### src/hdl/mre_pkg.sv
package mre_pkg;

  localparam int unsigned DataW = 32;

  // One input beat: a decoded R-type instruction with its operands.
  typedef struct packed {
    logic [5:0]       func;
    logic [4:0]       shift_amount;
    logic [4:0]       source_index;
    logic [4:0]       dest_index;
    logic [DataW-1:0] source_value;
    logic [DataW-1:0] target_value;
    logic [DataW-1:0] current_pc;
  } in_beat_t;

  // One output beat: writeback, next pc and status.
  typedef struct packed {
    logic [2:0]       status;
    logic             write_enable;
    logic [4:0]       write_index;
    logic [DataW-1:0] write_value;
    logic [DataW-1:0] next_pc;
  } out_beat_t;

  typedef enum logic [2:0] {
    StOk       = 3'd0,
    StOverflow = 3'd1,
    StDivZero  = 3'd2,
    StReserved = 3'd3,
    StBadJump  = 3'd4
  } status_e;

  // Function codes.
  localparam logic [5:0] FnSll   = 6'h00;
  localparam logic [5:0] FnSrl   = 6'h02;
  localparam logic [5:0] FnSra   = 6'h03;
  localparam logic [5:0] FnSllv  = 6'h04;
  localparam logic [5:0] FnSrlv  = 6'h06;
  localparam logic [5:0] FnSrav  = 6'h07;
  localparam logic [5:0] FnJr    = 6'h08;
  localparam logic [5:0] FnJalr  = 6'h09;
  localparam logic [5:0] FnMfhi  = 6'h10;
  localparam logic [5:0] FnMthi  = 6'h11;
  localparam logic [5:0] FnMflo  = 6'h12;
  localparam logic [5:0] FnMtlo  = 6'h13;
  localparam logic [5:0] FnMult  = 6'h18;
  localparam logic [5:0] FnMultu = 6'h19;
  localparam logic [5:0] FnDiv   = 6'h1A;
  localparam logic [5:0] FnDivu  = 6'h1B;
  localparam logic [5:0] FnAdd   = 6'h20;
  localparam logic [5:0] FnAddu  = 6'h21;
  localparam logic [5:0] FnSub   = 6'h22;
  localparam logic [5:0] FnSubu  = 6'h23;
  localparam logic [5:0] FnAnd   = 6'h24;
  localparam logic [5:0] FnOr    = 6'h25;
  localparam logic [5:0] FnXor   = 6'h26;
  localparam logic [5:0] FnSlt   = 6'h2A;
  localparam logic [5:0] FnSltu  = 6'h2B;

  // Configuration register indexes and reset values.
  localparam logic             CfgJumpLow     = 1'b0;
  localparam logic             CfgJumpHigh    = 1'b1;
  localparam logic [DataW-1:0] JumpLowReset   = 32'h1000_0000;
  localparam logic [DataW-1:0] JumpHighReset  = 32'h1100_0000;

  // Operations of the bit-serial unit.
  typedef enum logic [2:0] {
    SopMul = 3'd0,
    SopDiv = 3'd1,
    SopSll = 3'd2,
    SopSrl = 3'd3,
    SopSra = 3'd4
  } sop_e;

  typedef struct packed {
    logic       start;
    sop_e       op;
    logic       is_signed;
    logic [4:0] amount;
  } ser_cmd_t;

  typedef struct packed {
    logic             done;
    logic [DataW-1:0] hi;
    logic [DataW-1:0] lo;
  } ser_rsp_t;

endpackage

### src/hdl/mre_serial_unit.sv
module mre_serial_unit (
  input  logic                          clk_i,
  input  logic                          rst_ni,
  input  mre_pkg::ser_cmd_t             cmd_i,
  input  logic [mre_pkg::DataW-1:0]     a_i,
  input  logic [mre_pkg::DataW-1:0]     b_i,
  output mre_pkg::ser_rsp_t             rsp_o
);

  localparam logic [1:0] U_IDLE = 2'd0;
  localparam logic [1:0] U_RUN  = 2'd1;
  localparam logic [1:0] U_FIX  = 2'd2;

  logic [1:0]  st_q, st_d;
  logic [4:0]  cnt_q, cnt_d;
  mre_pkg::sop_e op_q, op_d;
  logic        neg_x_q, neg_x_d;
  logic        neg_a_q, neg_a_d;
  logic [31:0] acc_q, acc_d;
  logic [31:0] sh_q, sh_d;
  logic [31:0] md_q, md_d;
  logic [31:0] hi_q, hi_d;
  logic [31:0] lo_q, lo_d;
  logic        done_q, done_d;

  logic [31:0] mag_a, mag_b;
  logic [32:0] sum;
  logic [33:0] diff;
  logic [63:0] prod_neg;

  always_comb begin
    st_d     = st_q;
    cnt_d    = cnt_q;
    op_d     = op_q;
    neg_x_d  = neg_x_q;
    neg_a_d  = neg_a_q;
    acc_d    = acc_q;
    sh_d     = sh_q;
    md_d     = md_q;
    hi_d     = hi_q;
    lo_d     = lo_q;
    done_d   = 1'b0;

    mag_a    = (cmd_i.is_signed && a_i[31]) ? (~a_i + 32'd1) : a_i;
    mag_b    = (cmd_i.is_signed && b_i[31]) ? (~b_i + 32'd1) : b_i;
    // One multiplier bit per cycle: add the multiplicand, then shift right.
    sum      = {1'b0, acc_q} + (sh_q[0] ? {1'b0, md_q} : 33'd0);
    // One quotient bit per cycle: trial subtract of the divisor.
    diff     = {1'b0, acc_q, sh_q[31]} - {2'b00, md_q};
    prod_neg = ~{acc_q, sh_q} + 64'd1;

    unique case (st_q)
      U_IDLE: begin
        if (cmd_i.start) begin
          op_d    = cmd_i.op;
          cnt_d   = 5'd31;
          neg_x_d = cmd_i.is_signed && (a_i[31] ^ b_i[31]);
          neg_a_d = cmd_i.is_signed && a_i[31];
          st_d    = U_RUN;
          unique case (cmd_i.op)
            mre_pkg::SopMul: begin
              acc_d = '0;
              sh_d  = mag_b;
              md_d  = mag_a;
            end
            mre_pkg::SopDiv: begin
              acc_d = '0;
              sh_d  = mag_a;
              md_d  = mag_b;
            end
            default: begin
              acc_d = b_i;
              cnt_d = cmd_i.amount - 5'd1;
              if (cmd_i.amount == 5'd0) begin
                st_d = U_FIX;
              end
            end
          endcase
        end
      end
      U_RUN: begin
        unique case (op_q)
          mre_pkg::SopMul: begin
            acc_d = sum[32:1];
            sh_d  = {sum[0], sh_q[31:1]};
          end
          mre_pkg::SopDiv: begin
            if (!diff[33]) begin
              acc_d = diff[31:0];
              sh_d  = {sh_q[30:0], 1'b1};
            end else begin
              acc_d = {acc_q[30:0], sh_q[31]};
              sh_d  = {sh_q[30:0], 1'b0};
            end
          end
          mre_pkg::SopSll: acc_d = {acc_q[30:0], 1'b0};
          mre_pkg::SopSrl: acc_d = {1'b0, acc_q[31:1]};
          default:         acc_d = {acc_q[31], acc_q[31:1]};
        endcase
        cnt_d = cnt_q - 5'd1;
        if (cnt_q == 5'd0) begin
          st_d = U_FIX;
        end
      end
      U_FIX: begin
        unique case (op_q)
          mre_pkg::SopMul: begin
            {hi_d, lo_d} = neg_x_q ? prod_neg : {acc_q, sh_q};
          end
          mre_pkg::SopDiv: begin
            lo_d = neg_x_q ? (~sh_q + 32'd1) : sh_q;
            hi_d = neg_a_q ? (~acc_q + 32'd1) : acc_q;
          end
          default: lo_d = acc_q;
        endcase
        done_d = 1'b1;
        st_d   = U_IDLE;
      end
      default: st_d = U_IDLE;
    endcase
  end

  always_ff @(posedge clk_i or negedge rst_ni) begin
    if (!rst_ni) begin
      st_q   <= U_IDLE;
      done_q <= 1'b0;
      cnt_q  <= '0;
      op_q   <= mre_pkg::SopMul;
    end else begin
      st_q   <= st_d;
      done_q <= done_d;
      cnt_q  <= cnt_d;
      op_q   <= op_d;
    end
  end

  always_ff @(posedge clk_i) begin
    neg_x_q <= neg_x_d;
    neg_a_q <= neg_a_d;
    acc_q   <= acc_d;
    sh_q    <= sh_d;
    md_q    <= md_d;
    hi_q    <= hi_d;
    lo_q    <= lo_d;
  end

  assign rsp_o = '{done: done_q, hi: hi_q, lo: lo_q};

endmodule

### src/hdl/mips_rtype_execute.sv
// An accepted beat is latched and decoded; shifts, mult, multu, div and divu then run through
// the bit-serial unit, and the result moves to the output register before the next beat is taken.
// The block takes no new beat while one is in flight; the shared bit-serial unit retires one
// product, quotient or shift bit a cycle.
// Reset (asynchronous, active low) clears HI and LO, empties the block and the output
// register, and loads the jump limits with 0x10000000 and 0x11000000.
module mips_rtype_execute (
  input  logic                          clk_i,
  input  logic                          rst_ni,
  input  logic                          in_valid_i,
  output logic                          in_stall_o,
  input  mre_pkg::in_beat_t             in_data_i,
  output logic                          out_valid_o,
  input  logic                          out_stall_i,
  output mre_pkg::out_beat_t            out_data_o,
  input  logic                          cfg_valid_i,
  output logic                          cfg_ready_o,
  input  logic                          cfg_index_i,
  input  logic [mre_pkg::DataW-1:0]     cfg_data_i
);

  // The block holds one instruction at a time. It is latched on accept, decoded in the
  // next cycle, sent through the serial unit if needed, and parked in a result register
  // until the output register is free. The output register is separate, so a new beat
  // can be taken while the previous result still waits downstream.
  localparam logic [1:0] S_IDLE   = 2'd0;
  localparam logic [1:0] S_DECODE = 2'd1;
  localparam logic [1:0] S_RUN    = 2'd2;
  localparam logic [1:0] S_FIN    = 2'd3;

  logic [1:0]           state_q;
  mre_pkg::in_beat_t    item_q;
  mre_pkg::out_beat_t   res_q;
  mre_pkg::out_beat_t   out_q;
  logic                 out_valid_q;
  logic                 unit_hilo_q;
  logic [31:0]          hi_q, lo_q;
  logic [31:0]          jlo_q, jhi_q;

  logic                 in_accept;
  logic                 slot_free;

  // Decode results for the latched instruction.
  mre_pkg::status_e     status;
  logic                 wen;
  logic [31:0]          wval;
  logic [31:0]          npc;
  logic                 set_hi, set_lo;
  logic [31:0]          new_hi, new_lo;
  logic                 use_unit;
  mre_pkg::sop_e        sop;
  logic                 sgn;
  logic [4:0]           amt;
  logic [31:0]          a, b, pc;
  logic [31:0]          sum, dif;
  logic                 jump_ok;
  logic                 is_const_shift;

  mre_pkg::ser_cmd_t    ser_cmd;
  mre_pkg::ser_rsp_t    ser_rsp;

  assign in_stall_o  = (state_q != S_IDLE);
  assign in_accept   = in_valid_i && !in_stall_o;
  assign slot_free   = !out_valid_q || !out_stall_i;
  assign cfg_ready_o = 1'b1;
  assign out_valid_o = out_valid_q;
  assign out_data_o  = out_q;

  always_comb begin
    a        = item_q.source_value;
    b        = item_q.target_value;
    pc       = item_q.current_pc;
    sum      = a + b;
    dif      = a - b;
    jump_ok  = (a >= jlo_q) && (a <= jhi_q);
    status   = mre_pkg::StOk;
    wen      = 1'b0;
    wval     = '0;
    npc      = pc + 32'd4;
    set_hi   = 1'b0;
    set_lo   = 1'b0;
    new_hi   = a;
    new_lo   = a;
    use_unit = 1'b0;
    sop      = mre_pkg::SopSll;
    sgn      = 1'b0;
    amt      = item_q.shift_amount;

    is_const_shift = (item_q.func == mre_pkg::FnSll) || (item_q.func == mre_pkg::FnSrl) ||
                     (item_q.func == mre_pkg::FnSra);

    // A nonzero shamt is only legal on the constant shifts.
    if (item_q.shift_amount != 5'd0 && !is_const_shift) begin
      status = mre_pkg::StReserved;
    end else begin
      unique case (item_q.func)
        mre_pkg::FnSll: begin
          wen = 1'b1; use_unit = 1'b1; sop = mre_pkg::SopSll;
        end
        mre_pkg::FnSrl: begin
          wen = 1'b1; use_unit = 1'b1; sop = mre_pkg::SopSrl;
        end
        mre_pkg::FnSra: begin
          wen = 1'b1; use_unit = 1'b1; sop = mre_pkg::SopSra;
        end
        mre_pkg::FnSllv: begin
          wen = 1'b1; use_unit = 1'b1; sop = mre_pkg::SopSll; amt = a[4:0];
        end
        mre_pkg::FnSrlv: begin
          wen = 1'b1; use_unit = 1'b1; sop = mre_pkg::SopSrl; amt = a[4:0];
        end
        mre_pkg::FnSrav: begin
          wen = 1'b1; use_unit = 1'b1; sop = mre_pkg::SopSra; amt = a[4:0];
        end
        mre_pkg::FnAdd: begin
          // Signed overflow: both operands share a sign that the sum does not.
          if ((a[31] == b[31]) && (sum[31] != a[31])) begin
            status = mre_pkg::StOverflow;
          end else begin
            wen = 1'b1; wval = sum;
          end
        end
        mre_pkg::FnSub: begin
          if ((a[31] != b[31]) && (dif[31] != a[31])) begin
            status = mre_pkg::StOverflow;
          end else begin
            wen = 1'b1; wval = dif;
          end
        end
        mre_pkg::FnAddu: begin wen = 1'b1; wval = sum; end
        mre_pkg::FnSubu: begin wen = 1'b1; wval = dif; end
        mre_pkg::FnAnd:  begin wen = 1'b1; wval = a & b; end
        mre_pkg::FnOr:   begin wen = 1'b1; wval = a | b; end
        mre_pkg::FnXor:  begin wen = 1'b1; wval = a ^ b; end
        mre_pkg::FnSlt: begin
          wen = 1'b1; wval = {31'd0, ($signed(a) < $signed(b))};
        end
        mre_pkg::FnSltu: begin
          wen = 1'b1; wval = {31'd0, (a < b)};
        end
        mre_pkg::FnMult: begin
          use_unit = 1'b1; sop = mre_pkg::SopMul; sgn = 1'b1;
        end
        mre_pkg::FnMultu: begin
          use_unit = 1'b1; sop = mre_pkg::SopMul;
        end
        mre_pkg::FnDiv: begin
          if (b == 32'd0) begin
            status = mre_pkg::StDivZero;
          end else begin
            use_unit = 1'b1; sop = mre_pkg::SopDiv; sgn = 1'b1;
          end
        end
        mre_pkg::FnDivu: begin
          if (b == 32'd0) begin
            status = mre_pkg::StDivZero;
          end else begin
            use_unit = 1'b1; sop = mre_pkg::SopDiv;
          end
        end
        mre_pkg::FnMfhi: begin wen = 1'b1; wval = hi_q; end
        mre_pkg::FnMflo: begin wen = 1'b1; wval = lo_q; end
        mre_pkg::FnMthi: set_hi = 1'b1;
        mre_pkg::FnMtlo: set_lo = 1'b1;
        mre_pkg::FnJr: begin
          if (!jump_ok) begin
            status = mre_pkg::StBadJump;
          end else begin
            npc = a;
          end
        end
        mre_pkg::FnJalr: begin
          // Linking into the register that holds the target is reserved.
          if (item_q.source_index == item_q.dest_index) begin
            status = mre_pkg::StReserved;
          end else if (!jump_ok) begin
            status = mre_pkg::StBadJump;
          end else begin
            wen = 1'b1; wval = pc + 32'd8; npc = a;
          end
        end
        default: status = mre_pkg::StReserved;
      endcase
    end

    // Any trap suppresses every write and leaves the pc on the faulting instruction.
    if (status != mre_pkg::StOk) begin
      wen      = 1'b0;
      wval     = '0;
      npc      = pc;
      set_hi   = 1'b0;
      set_lo   = 1'b0;
      use_unit = 1'b0;
    end
  end

  assign ser_cmd = '{start: (state_q == S_DECODE) && use_unit, op: sop, is_signed: sgn,
                     amount: amt};

  mre_serial_unit u_serial (
    .clk_i  (clk_i),
    .rst_ni (rst_ni),
    .cmd_i  (ser_cmd),
    .a_i    (a),
    .b_i    (b),
    .rsp_o  (ser_rsp)
  );

  // Control, architectural HI/LO and the configuration registers.
  always_ff @(posedge clk_i or negedge rst_ni) begin
    if (!rst_ni) begin
      state_q     <= S_IDLE;
      out_valid_q <= 1'b0;
      hi_q        <= '0;
      lo_q        <= '0;
      jlo_q       <= mre_pkg::JumpLowReset;
      jhi_q       <= mre_pkg::JumpHighReset;
    end else begin
      if (cfg_valid_i && cfg_ready_o) begin
        if (cfg_index_i == mre_pkg::CfgJumpLow) begin
          jlo_q <= cfg_data_i;
        end else begin
          jhi_q <= cfg_data_i;
        end
      end

      // A finished result refills the output register in the cycle it drains.
      if (state_q == S_FIN && slot_free) begin
        out_valid_q <= 1'b1;
      end else if (out_valid_q && !out_stall_i) begin
        out_valid_q <= 1'b0;
      end

      unique case (state_q)
        S_IDLE: begin
          if (in_accept) begin
            state_q <= S_DECODE;
          end
        end
        S_DECODE: begin
          if (set_hi) begin
            hi_q <= new_hi;
          end
          if (set_lo) begin
            lo_q <= new_lo;
          end
          state_q <= use_unit ? S_RUN : S_FIN;
        end
        S_RUN: begin
          if (ser_rsp.done) begin
            // Multiply and divide land in HI/LO; shifts land in the writeback value.
            if (unit_hilo_q) begin
              hi_q <= ser_rsp.hi;
              lo_q <= ser_rsp.lo;
            end
            state_q <= S_FIN;
          end
        end
        default: begin
          if (slot_free) begin
            state_q <= S_IDLE;
          end
        end
      endcase
    end
  end

  // Payload registers.
  always_ff @(posedge clk_i) begin
    if (in_accept) begin
      item_q <= in_data_i;
    end
    if (state_q == S_DECODE) begin
      res_q.status       <= status;
      res_q.write_enable <= wen;
      res_q.write_index  <= wen ? item_q.dest_index : 5'd0;
      res_q.write_value  <= wval;
      res_q.next_pc      <= npc;
      unit_hilo_q        <= (sop == mre_pkg::SopMul) || (sop == mre_pkg::SopDiv);
    end
    if (state_q == S_RUN && ser_rsp.done && !unit_hilo_q) begin
      res_q.write_value <= ser_rsp.lo;
    end
    if (state_q == S_FIN && slot_free) begin
      out_q <= res_q;
    end
  end

endmodule

### config.mk
export PLATFORM = sky130hd
export DESIGN_NAME = mips_rtype_execute
export DESIGN_NICKNAME = d
export VERILOG_FILES = /design/src/hdl/mre_pkg.sv /design/src/hdl/mre_serial_unit.sv /design/src/hdl/mips_rtype_execute.sv
export SDC_FILE = /design/constraint.sdc
export NUM_CORES = 2
export LEC_CHECK = 0
export BUFFER_PORTS_ARGS = -buffer_cell sky130_fd_sc_hd__buf_2
export CAP_MARGIN = 20
export CORE_MARGIN = 2
export CORE_UTILIZATION = 30
export DETAILED_ROUTE_END_ITERATION = 7
export GPL_TIMING_DRIVEN = 0
export PLACE_DENSITY = 0.57
export RECOVER_POWER = 100
export SLEW_MARGIN = 30
export SYNTH_ARGS = -nofsm -noshare
export SYNTH_HDL_FRONTEND = slang
export SYNTH_HIERARCHICAL = 1
export SYNTH_SLANG_ARGS = --single-unit
### constraint.sdc
create_clock -name clk_i -period 8.61 [get_ports clk_i]
set_input_delay 1.2915 -clock clk_i [delete_from_list [all_inputs] [get_ports clk_i]]
set_output_delay 1.2915 -clock clk_i [all_outputs]
set_load 0.01 [all_outputs]
# After elaboration in Yosys (flattened, before gate mapping)
# Index checks and enable logic that the tools add are counted.
word_totals:
  regBits: 568
  latch_bits: 0
  ramBits: 0
  rom_bits: 0
  input_bits: 155
  output_inout_bits: 76
  word_cells: 260
  n_memories: 0
op_classes:
  addsub: 13
  n_mul: 0
  div_mod_pow: 0
  n_lt_le_gt_ge: 4
  eq_ne: 48
  shift: 0
  mux: 88
  bitwise_logic: 10
  n_reduce_logical: 61
op_table:
  columns: ["cell", "n"]
  rows:
  - ["32-bit 2-to-1 mux", 26]
  - ["32-bit one-hot mux with 2 select lines", 10]
  - ["32-bit one-hot mux with 12 select lines", 1]
  - ["32-bit by 1-bit adder with 32-bit output, second input constant", 4]
  - ["64-bit 2-to-1 mux", 2]
  - ["32-bit NOT", 4]
  - ["32-bit one-hot mux with 4 select lines", 1]
  - ["64-bit by 1-bit adder with 64-bit output, second input constant", 1]
  - ["32-bit < comparator", 2]
  - ["64-bit NOT", 1]
  - ["6-bit equality test, second input constant", 9]
  - ["6-bit by 5-bit equality test with 1-bit output, second input constant", 8]
  - ["33-bit by 32-bit subtractor with 34-bit output", 1]
  - ["32-bit by 33-bit adder with 33-bit output", 1]
  - ["32-bit by 3-bit adder with 32-bit output, second input constant", 1]
  - ["32-bit adder", 1]
  - ["32-bit by 4-bit adder with 32-bit output, second input constant", 1]
  - ["32-bit AND", 1]
  - ["32-bit >= comparator", 1]
  - ["32-bit less-or-equal comparator", 1]
  - ["32-bit logical NOT", 1]
  - ["32-bit bitwise OR", 1]
  - ["32-bit subtractor", 1]
  - ["32-bit bitwise XOR", 1]
  - ["48 further kinds", 143]

# Longest topological paths before layout
depth:
  ltp_word: 11
  mapped_depth: 18
  mapped_depth_nobuf: 16

# Cells and area by module
# The synthesis kept the hierarchy.
by_module_without_submodules:
  columns: ["module", "instances", "cells_each", "area_per_inst_um2", "seq_area_each_um2"]
  rows:
  - ["mips_rtype_execute", 1, 2328, 23578.9, 11209.5]
  - ["mre_serial_unit", 1, 1875, 15466.1, 5139.9]

# Least setup slack after synthesis
# Ideal clock, no wire load.
synth_timing:
  path_type: "reg-to-reg"
  startpoint: "reg item_q (netlist bit a[27])"
  endpoint: "reg u_serial.sh_q[0], enable pin"
  setup_ns: 0.421
  t_arrival_ns: 4.928
  required_ns: 8.189
  path_slack_ns: 3.261
  path_stages_with_launch: 17
  n_path_buf: 2
  period_less_slack_ns: 5.349
  path_cell_list: "edfxtp_1 -> inv_1 -> ha_1 -> buf_2 -> or4_4 -> nand2b_4 -> or3_1 -> o22ai_2 -> nor2b_2 -> mux2i_4 -> o2111ai_4 -> clkbuf_1 -> a21oi_1 -> and2_1 -> nor2b_1 -> a22oi_1 -> nor2_1"
synth_lines:
  columns: ["element", "line", "text"]
  rows:
  - ["start: declaration", "mips_rtype_execute.sv:32", "mre_pkg::in_beat_t item_q;"]
  - ["start signal: assignment", "mips_rtype_execute.sv:271", "item_q <= in_data_i;"]
  - ["end signal: assignment", "mre_serial_unit.sv:141", "sh_q <= sh_d;"]
  - ["end: declaration", "mre_serial_unit.sv:20", "logic [31:0] sh_q, sh_d;"]

==> results by group <==
Clock tree
  – CTS tree: built
  – Clk_lat worst skew: slightly below 0.7 ns
  – Clock tree buffer depth: 3
  – Clock Root Buffer: clkbuf_16
  – Clock slew seen by the registers of the worst setup and hold paths: 0.07 ns
  – Hold buffers post-CTS: 0
  – Num CTS Buffers: 60
  – Htree depth: 2
  – Post-CTS Setup Bufs: 0
  – # resized after CTS: 0
  – CTS sink cnt: 568

Placed design
  – IO Port Bufs: 229
  – Placement Setup Slack: 1.60 ns
  – GPL Wtd Cong: 1.02
  – Placed insts: 6199
  – Detailed placement HPWL: 136 mm

GRT
  – Met1 usage: 0.337
  – Global-route wire length before repair: roughly 240 mm
  – GR Util met2: 0.369
  – Largest net degree at the start of global routing: 74
  – Antenna violations before repair: 13
  – Top Usage Layer GRT: met2
  – M3 GR Usage: 0.0594
  – Gr usage total: 0.250
  – Vias in the first global route: 33.9k
  – Grt ovf: 0

Timing
  – Least-Margin Pin Slew: 4.56 ns
  – Clock Skews: 0.0525 ns
  – Min Tclk post-route: 7.83 ns
  – Fin. max-slew vios: between 400 and 500
  – Final worst slack: 0.777 ns
  – Hold Fails Final Rpt: 0
  – RSZ-0062 raised after global routing: no
  – Final setup viols: 0
  – Highest clock rate: 0.128 GHz
  – Fin crit share: 0.910
  – Worst relative slew slack: -2.04

Logic synthesis
  – #FFs+latches synth: 568
  – Syn nets: 4603
  – Distinct cell type count after synthesis: 97
  – Async SR Flop Fraction: 0.250
  – Cell Area, Synth: between 30000 and 40000 um^2
  – Yosys warnings: 6
  – Post-Syn Area per Cell: a little over 9 um^2
  – Seq/Total Area, Yosys: 0.419
  – Cells after synthesis: about 4.2k
  – Number of synthesized flops with an enable pin: 426
  – Synth Flop Type: edfxtp_1

Setup path
  – Critical Path AT: between 8 and 9 ns
  – Flop2flop setup slack: ~0.78 ns
  – Critical path class: reg -> reg
  – Critical path startpoint category: flop
  – CP Data Required Time: ~9 ns
  – Setup crit end kind: flop
  – Worst-path maximum fanout: 23

Power
  – Max IR drop VDD: 0.000169 V
  – Total Power: 9330 uW
  – Leak pwr: 0.0171 uW
  – Power per cell area: 210 nW/um^2

Drt
  – Vias per Instance: 5.67
  – Drt total wl: 172 mm
  – Routed Antenna Nets: 0
  – Remaining DRCs: 0
  – Iter 0 DRT Violations: 4586
  – Avg WL per Cell: ~27 um
  – Vias: 35.8k
  – First-pass DRT Iterations: 7

Floorplanning
  – Area of the core: 129000 um^2
  – Die Height: 365 um
  – Initial Utilization: 0.302
  – IO Count: 231
  – Die area: 133000 um^2
  – Chip width: between 300 and 400 um
  – Row cnt: 132

Cells and area
  – Sequential cell area: 16300 um^2
  – Layout cell share with drive strength beyond 1: 0.0805
  – Most common cell after layout, fill and taps aside: nand2_1
  – Most frequent cells in the layout: nand2_1, edfxtp_1, clkbuf_1, a21oi_1, o21ai_0
  – Finished Layout Cells: roughly 6.3k
  – Synth-to-layout area growth: 13.7%
  – Post-layout net count: 4922
  – Util after Layout: 0.343
  – Fill count: 13.5k
  – Area of the multi-input gates: 20700 um^2

Outcome
  – Failing checks: max-capacitance violations, max-slew violations
  – Outcome: complete, but fails checks

Worst hold path
  – Min-delay worst type: reg -> reg

Run
  – Max_cap viols: 12
==> logic make-up (layout without fill, tap and decap cells) <==
kind of cell,after synthesis,count (layout),synth area share
buffers and inverters,493,860,0.0493
XOR/XNOR,249,249,0.0559
AND/OR/NAND/NOR,1300,1300,0.152
flip-flops,568,568,0.419
adder cells (fa/ha/maj),245,245,0.0793
AO/OA/AOI/OAI,1166,1166,0.194
other,1,5,0.0000960
multiplexers,181,181,0.0509
==> synthesized netlist by cell type (all sizes together), types with 42 or more instances <==
cell	number	area [um^2]
nor2	253	950
a221oi	47	412
nand3	73	370
edfxtp	426	12800
a31oi	61	382
a21oi	308	1540
inv	253	950
xnor2	137	1200
nand2	607	2280
clkbuf	195	732
mux2	120	1350
xor2	112	981
ha	241	3020
a21o	64	480
a22oi	42	320
dfrtp	139	3480
o21ai	305	1530
mux2i	60	613
nor3	78	390
buf	43	238
o31ai	47	353
==> worst max-delay path: stages (launching register included) <==
cell       delay (ns)
edfxtp_1         1.00
inv_1            0.36
ha_1             0.44
clkbuf_1         0.43
o31ai_1          0.23
a211oi_1         0.55
o22ai_1          0.38
nor2b_1          0.34
mux2i_1          0.41
o2111ai_1        0.56
clkbuf_1         0.46
a21oi_1          0.71
and2_0           0.56
nand2_1          0.35
nor2_4           0.45
buf_16           0.23
==> flip-flops by register name, indices dropped and copies added (netlist names), 32 cells and up <==
name / flops
a: 32
b: 32
u_serial/acc_q: 32
res_q: 73
u_serial/hi_q: 32
lo_q: 32
u_serial/sh_q: 32
hi_q: 32
jlo_q: 32
u_serial/lo_q: 32
out_data_o: 73
jhi_q: 32
u_serial/md_q: 32
pc: 32
==> layer usage <==
metal  vias up  wire length [um]
li1      16000                 -
met2      1898             72400
met3       415             16700
met4         6             11000
met1     17500             72300
met5         -                29
==> cell type report <==
cell class	instances	share of cell area
diodes	4	0.000225
plain buffers	238	0.0205
clock buffers	67	0.0349
clock inverters	43	0.00930
inverters	255	0.0216
multi-input cells	3142	0.466
flip-flops and latches	568	0.368
well taps	1742	0.0491
repair buffers	257	0.0301
==> power breakdown <==
group	internal, uW	switching [uW]
clock	1480	1160
sequential	3500	451
combinational	864	1880
total	5840	3490
==> stage by stage <==
stage          setup TNS [ns]  instance area [um^2]  hold slack [ns]
2_1_floorplan               0                 39000            0.400
3_3_place_gp           -10.50                 42400            0.405
3_5_place_dp                0                 42900            0.405
4_1_cts                     0                 44900            0.393
5_1_grt                     0                 44400            0.410
6_report                    0                 44400            0.386
==> path summary, 6_finish.rpt <==
kind                            from           endpoint  depth (start not counted)
max                             a[9]  u_serial/md_q[25]                         15
min                        res_q[56]     out_data_o[56]                          0
max reg2reg                     a[9]  u_serial/md_q[25]                         15
min reg2reg                res_q[56]     out_data_o[56]                          0
max in group asynchronous     rst_ni            lo_q[6]                          3
min in group asynchronous     rst_ni         state_q[0]                          1
Power figures use the tool's default switching activity.
